--- config.mk ---
export PLATFORM = sky130hd
export DESIGN_NAME = osa_rotate
export DESIGN_NICKNAME = d
export VERILOG_FILES = /design/src/sv/osa_pkg.sv /design/src/sv/osa_rotate.sv
export SDC_FILE = /design/constraint.sdc
export NUM_CORES = 2
export LEC_CHECK = 0
export BUFFER_PORTS_ARGS = -buffer_cell sky130_fd_sc_hd__buf_2
export CAP_MARGIN = 10
export CORE_ASPECT_RATIO = 0.6
export CORE_MARGIN = 2
export CORE_UTILIZATION = 55
export DETAILED_ROUTE_END_ITERATION = 10
export PLACE_DENSITY = 0.73
export SLEW_MARGIN = 20
export SYNTH_ARGS = -nofsm -noshare
export SYNTH_HDL_FRONTEND = slang
export SYNTH_SLANG_ARGS = --single-unit
--- constraint.sdc ---
create_clock -name clock -period 17.85 [get_ports clock]
set_input_delay 1.785 -clock clock [delete_from_list [all_inputs] [get_ports clock]]
set_output_delay 1.785 -clock clock [all_outputs]
set_load 0.01 [all_outputs]
--- src/sv/osa_pkg.sv ---
package osa_pkg;

   localparam int VOL_WIDTH      = 512;
   localparam int VOL_HEIGHT     = 512;
   localparam int VOL_DEPTH      = 512;
   localparam int ANGLE_BITS     = 12;
   localparam int TRIG_FRAC_BITS = 14;

   localparam int HALF_WIDTH  = VOL_WIDTH / 2;
   localparam int HALF_HEIGHT = VOL_HEIGHT / 2;
   localparam int HALF_DEPTH  = VOL_DEPTH / 2;
   localparam int PLANE_SIZE  = VOL_WIDTH * VOL_HEIGHT;

   localparam int PIXEL_W     = 9;
   localparam int OFFSET_W    = 11;
   localparam int SLICE_W     = 9;
   localparam int ANGLE_W     = 12;
   localparam int ADDR_W      = 27;
   localparam int CSR_INDEX_W = 3;
   localparam int CSR_DATA_W  = 12;

   localparam int COORD_W    = 16;
   localparam int TRIG_W     = TRIG_FRAC_BITS + 2;
   localparam int MAG_W      = TRIG_FRAC_BITS + 1;
   localparam int PROD_W     = COORD_W + TRIG_W;
   localparam int SUM_W      = PROD_W + 1;
   localparam int TRIG_BIAS  = (1 << TRIG_FRAC_BITS) - 1;
   localparam int QUARTER    = 1 << (ANGLE_BITS - 2);
   localparam int ROM_ADDR_W = ANGLE_BITS - 1;

   localparam int X_IDX_W = (VOL_WIDTH > 1) ? $clog2(VOL_WIDTH) : 1;
   localparam int Y_IDX_W = (VOL_HEIGHT > 1) ? $clog2(VOL_HEIGHT) : 1;
   localparam int Z_IDX_W = (VOL_DEPTH > 1) ? $clog2(VOL_DEPTH) : 1;

   localparam longint unsigned HALF_PI_Q30 = 64'd1686629713;
   localparam longint unsigned TAYLOR_DIV [7] = '{
      64'd6, 64'd20, 64'd42, 64'd72, 64'd110, 64'd156, 64'd210
   };

   typedef enum logic [CSR_INDEX_W-1:0] {
      CSR_VIEW_X_OFFSET,
      CSR_VIEW_Y_OFFSET,
      CSR_SLICE_POSITION,
      CSR_ANGLE_XY_PLANE,
      CSR_ANGLE_XZ_PLANE,
      CSR_ANGLE_YZ_PLANE
   } csr_index_type;

   typedef enum logic [1:0] {
      TRIG_IDLE,
      TRIG_READ,
      TRIG_DRAIN
   } trig_state_type;

   typedef enum logic [2:0] {
      SEL_XY_SIN,
      SEL_XY_COS,
      SEL_XZ_SIN,
      SEL_XZ_COS,
      SEL_YZ_SIN,
      SEL_YZ_COS
   } trig_sel_type;

   typedef struct packed {
      logic [PIXEL_W-1:0] pixel_col;
      logic [PIXEL_W-1:0] pixel_row;
   } req_payload_type;

   typedef struct packed {
      logic [ADDR_W-1:0] voxel_address;
      logic              inside_res;
   } rsp_payload_type;

   typedef struct packed {
      logic signed [TRIG_W-1:0] xy_sin;
      logic signed [TRIG_W-1:0] xy_cos;
      logic signed [TRIG_W-1:0] xz_sin;
      logic signed [TRIG_W-1:0] xz_cos;
      logic signed [TRIG_W-1:0] yz_sin;
      logic signed [TRIG_W-1:0] yz_cos;
   } trig_type;

   typedef logic [QUARTER:0][MAG_W-1:0] sine_rom_type;

   // Quarter-wave sine in Q1.TRIG_FRAC_BITS, from a truncated Taylor series in Q2.30.
   function automatic sine_rom_type build_sine_rom();
      sine_rom_type      rom;
      longint unsigned   r;
      longint unsigned   u;
      longint unsigned   t;
      longint            sum;
      int                i;
      rom = '0;
      for (r = 0; r <= QUARTER; r++) begin
         u   = (r * HALF_PI_Q30 + (64'd1 << (ANGLE_BITS - 3))) >> (ANGLE_BITS - 2);
         t   = u;
         sum = longint'(u);
         for (i = 0; i < 7; i++) begin
            t = (((t * u) >> 30) * u) >> 30;
            t = t / TAYLOR_DIV[i];
            if (i[0] == 1'b0) begin
               sum = sum - longint'(t);
            end else begin
               sum = sum + longint'(t);
            end
         end
         if (sum < 0) begin
            sum = 0;
         end
         rom[r] = MAG_W'((sum + (64'sd1 <<< (29 - TRIG_FRAC_BITS))) >>> (30 - TRIG_FRAC_BITS));
      end
      return rom;
   endfunction

   localparam sine_rom_type SINE_ROM = build_sine_rom();

endpackage

--- src/sv/osa_rotate.sv ---
module osa_rotate (
   input  logic                                clock,
   input  logic                                reset,
   input  logic                                in_valid,
   output logic                                in_ready,
   input  logic signed [osa_pkg::COORD_W-1:0]  src_a,
   input  logic signed [osa_pkg::COORD_W-1:0]  src_b,
   input  logic signed [osa_pkg::COORD_W-1:0]  src_c,
   input  logic signed [osa_pkg::TRIG_W-1:0]   cos_val,
   input  logic signed [osa_pkg::TRIG_W-1:0]   sin_val,
   output logic                                out_valid,
   input  logic                                out_ready,
   output logic signed [osa_pkg::COORD_W-1:0]  dst_p,
   output logic signed [osa_pkg::COORD_W-1:0]  dst_q,
   output logic signed [osa_pkg::COORD_W-1:0]  dst_c
);
   import osa_pkg::*;

   logic                      prod_ready;
   logic                      prod_valid_ff, prod_valid_in;
   logic signed [PROD_W-1:0]  ac_ff, ac_in;
   logic signed [PROD_W-1:0]  bs_ff, bs_in;
   logic signed [PROD_W-1:0]  as_ff, as_in;
   logic signed [PROD_W-1:0]  bc_ff, bc_in;
   logic signed [COORD_W-1:0] pc_ff;

   logic                      sum_ready;
   logic                      sum_valid_ff, sum_valid_in;
   logic signed [COORD_W-1:0] p_ff, p_in;
   logic signed [COORD_W-1:0] q_ff, q_in;
   logic signed [COORD_W-1:0] c_ff;

   // Division by the trig scale, rounding toward zero.
   function automatic logic signed [COORD_W-1:0] scale_down(input logic signed [SUM_W-1:0] v);
      logic signed [SUM_W-1:0] biased;
      biased = v[SUM_W-1] ? v + SUM_W'(TRIG_BIAS) : v;
      return COORD_W'(biased >>> TRIG_FRAC_BITS);
   endfunction

   assign prod_ready = !prod_valid_ff || sum_ready;
   assign sum_ready  = !sum_valid_ff || out_ready;
   assign in_ready   = prod_ready;

   always_comb begin
      prod_valid_in = prod_ready ? in_valid : prod_valid_ff;
      ac_in = PROD_W'(src_a) * PROD_W'(cos_val);
      bs_in = PROD_W'(src_b) * PROD_W'(sin_val);
      as_in = PROD_W'(src_a) * PROD_W'(sin_val);
      bc_in = PROD_W'(src_b) * PROD_W'(cos_val);
   end

   always_comb begin
      sum_valid_in = sum_ready ? prod_valid_ff : sum_valid_ff;
      p_in = scale_down(SUM_W'(ac_ff) - SUM_W'(bs_ff));
      q_in = scale_down(SUM_W'(as_ff) + SUM_W'(bc_ff));
   end

   always_ff @(posedge clock) begin
      if (reset) begin
         prod_valid_ff <= 1'b0;
         sum_valid_ff  <= 1'b0;
      end else begin
         prod_valid_ff <= prod_valid_in;
         sum_valid_ff  <= sum_valid_in;
      end
   end

   always_ff @(posedge clock) begin
      if (prod_ready) begin
         ac_ff <= ac_in;
         bs_ff <= bs_in;
         as_ff <= as_in;
         bc_ff <= bc_in;
         pc_ff <= src_c;
      end
      if (sum_ready) begin
         p_ff <= p_in;
         q_ff <= q_in;
         c_ff <= pc_ff;
      end
   end

   assign out_valid = sum_valid_ff;
   assign dst_p     = p_ff;
   assign dst_q     = q_ff;
   assign dst_c     = c_ff;

endmodule

==> summary.md <==
| Metric | Value |
|---|---|
| Status | `finished, final reports clean` |
| Main combinational cell family by area after synthesis | `adder cells` |
| Total area of sequential cells | `just under 6000 µm²` |
| Sequential fraction of the synthesis area | `11.75%` |
| Setup TNS | `0 ns` |
| Postcts setup bufs | `0` |
| Vias per cell | `5.514` |
| Least-Margin Pin Slew | `roughly 1.1 ns` |
| Die X | `a little under 400 µm` |
| Synth async-reset ratio | `0%` |
| Grt ovf | `0` |
| Hold_sp | `pc_ff[5]` |
| Avg WL per Cell | `~19 µm` |
| Synth area leader | `fa_1` |
| Flop2flop setup slack | `around 14 ns` |
| Post-synthesis xor/xnor area fraction | `about 3.7%` |
| Fill count | `7806` |
| Synth cell types | `100` |
| Die height | `about 240 µm` |
| Clk_lat worst skew | `approximately 0.55 ns` |
| DR pass1 iterations | `5` |
| CP max FO | `33` |
| Most frequent CP cell | `fa_1` |
| Final hold vios | `0` |
| Placed instance count | `between 6000 and 7000` |
| Clk buf depth | `2` |
| DR DRC count | `0` |
| CP peak stage delay | `about 0.7 ns` |
| Global-route wire length before repair | `200300 µm` |
| Vias in the first global route | `36349` |
| Port Buffers | `133` |
| Clk slew on worst S/H paths | `around 0.080 ns` |
| Nature of the critical path endpoint | `register` |
| Syn_nets | `~6700` |
| Relative slew slack | `24.92%` |
| Worst min path class | `reg -> reg` |
| Hold EP | `dst_c[5]` |
| Fin Clk Skew | `about 0.025 ns` |
| Main flop type after synthesis | `edfxtp_1` |
| Gpl congestion | `approximately 0.90` |
| Compound-Gate Fraction of Synth Area | `~6.5%` |
| Final Cycle Share | `47.90%` |
| Post-Synth Simple-Gate Area | `approximately 14%` |
| Hold path cells | `0` |
| F_max | `between 100 and 150 MHz` |
| Critical path type | `in -> reg` |
| Initial Utilization | `between 50% and 60%` |
| CP Data Arrival Time | `just under 9 ns` |
| Via count | `about 35000` |
| Cts hold-fix bufs | `0` |
| Layout cells sized above 1 | `4.389%` |
| Final core occ | `roughly 58%` |
| Number of synthesized flops with an enable pin | `192` |
| Routed Wire Length | `120800 µm` |
| Post-DRT Antenna Nets | `0` |
| Final cell count without fillers | `approximately 6300` |
| Area of the multi-input gates | `roughly 38000 µm²` |
| Num CTS Buffers | `17` |
| Final Max Slew Viols | `0` |
| Mean Syn Cell Area | `9.580 µm²` |
| Worst r2r path cells | `14` |
| Area Growth Syn to Fin | `4.290%` |
| Post-cts resize count | `0` |
| CTS tree | `done` |
| Final nets | `about 6600` |
| Ys Warns | `0` |
| Area contributors post-synth | `fa_1 (43%), edfxtp_1 (12%), ha_1 (9.9%), inv_1 (9.3%), and2_1 (6.3%)` |
| H-tree levels | `4` |
| DPL Wire Length | `between 90000 and 100000 µm` |
| Slowest stage cell, crit path | `buf_2` |
| GRT Overall Usage | `approximately 28%` |
| Worst R2R End | `dst_q[11]` |
| Tmin final | `about 8.6 ns` |
| Synthesis-stage register bit count | `roughly 190` |
| Cell area after synthesis | `approximately 50000 µm²` |
| # rows | `85` |
| R2R Path Start | `as_ff[0]` |
| Die Area | `92330 µm²` |
| Post-synthesis mux area share | `less than 1%` |
| Largest net degree at the start of global routing | `53` |
| Post-Syn Instances | `5158` |
| Max-cap violations | `0` |
| Root Driver | `clkbuf_16` |
| Final Setup Violations | `0` |
| Synth Area in Adders | `52.47%` |
| Critical Path RT | `between 15 and 20 ns` |
| CP Cell Sequence | `buf_2 > nand2_1 > fa_1 > inv_1 > fa_1 > fa_1 > fa_1 > fa_1 > inv_1 > fa_1 > inv_1 > ha_1 > a21o_1 > a21o_1 > a21oi_1 > o211ai_1 > a31oi_1 > o21ai_0 > nand3_1 > a31oi_1 > a21o_1 > a21oi_1 > xnor2_1` |
| Worst Setup Start Kind | `input port` |
| I/O pin total | `roughly 130` |
| Clock sink count | `between 150 and 200` |
| Initial antenna violation count | `15` |
| Core box area | `just under 90000 µm²` |
| Synth top area share | `a little over two fifths` |
| RSZ-0062 raised after global routing | `no` |
| DR iter-0 viols | `between 3000 and 4000` |
## logic make-up (layout without fill, tap and decap cells)
family          Yosys count  count (layout)
xor+xnor                211             211
other cells               0               8
fa+ha+maj              1442            1442
mux                      10              10
buf+inv                1435            1404
compound gates          474             474
flops                   194             194
simple gates           1392            1392
## cells in the mapped netlist, types with 53 or more instances
cell      instances
nand2_1         544
inv_1          1224
a21oi_1         145
edfxtp_1        192
xnor2_1         158
and2_1          501
xor2_1           53
ha_1            392
nor2_1          126
a21o_1           68
clkbuf_1        208
o21ai_0          55
fa_1           1050
## state kept, by name (all words and copies together) (netlist names)
signal         cells
as_ff             32
bc_ff             32
ac_ff             32
out_valid          1
dst_c             16
dst_p             16
dst_q             16
pc_ff             16
bs_ff             32
prod_valid_ff      1
## how the worst max path moves through the flow
stage,start,to,slack [ns],cells after the start
CTS,sin_val[1],bs_ff[30],9.47,20
floorplan,cos_val[7],ac_ff[31],10.06,22
detailed placement,sin_val[1],bs_ff[30],8.89,20
global route,cos_val[7],ac_ff[31],8.95,22
global placement,cos_val[8],ac_ff[31],8.99,22
finish,sin_val[8],as_ff[30],9.30,23
## cell usage in the layout, fill, tap and decap left out, types with 28 or more instances in the layout
| cell | count |
|---|---|
| nor3_1 | 33 |
| o21ai_0 | 54 |
| nand2_1 | 543 |
| xor2_1 | 53 |
| and2_1 | 501 |
| nand3_1 | 29 |
| a21o_1 | 68 |
| o21bai_1 | 40 |
| nand2b_1 | 33 |
| xnor2_1 | 158 |
| fa_1 | 1050 |
| edfxtp_1 | 192 |
| nor2_1 | 126 |
| a21oi_1 | 145 |
| ha_1 | 392 |
| inv_1 | 1223 |
| and3_1 | 28 |
| buf_2 | 133 |
## metrics by stage
step                area, µm²  setup WS, ns  hold slack [ns]
CTS                     51510         9.470           0.4263
finish                  51530         9.299           0.4256
global route            51530         8.951           0.4328
detailed placement      50870         8.893           0.4045
floorplan               49410         10.06           0.4003
global placement        50870         8.986           0.4008
## critical path: cells and delay by family
family                   cells  cell delay (ns)
buffers and inverters        4             0.84
adder cells (fa/ha/maj)      7             3.37
AO/OA/AOI/OAI                9             2.35
AND/OR/NAND/NOR              2             0.39
XOR/XNOR                     1             0.07
## final cells by class
| type | count | area share, % |
|---|---|---|
| inverters | 1224 | 8.916 |
| diodes | 8 | 0.03885 |
| clock inverters | 15 | 0.4128 |
| repair buffers | 148 | 1.510 |
| flip-flops and latches | 194 | 11.27 |
| clock buffers | 17 | 0.8255 |
| well taps | 1174 | 2.851 |
| multi-input cells | 3529 | 74.18 |
## metal layers
layer  track usage [%]  wire length [µm]
met1             43.58             55120
met2             38.76             49560
met3             7.771             13820
met4             6.072              2305
met5                 0                27
Power is not shown: default switching activity piles up to over one toggle a cycle in this logic, so the estimate is an artifact.
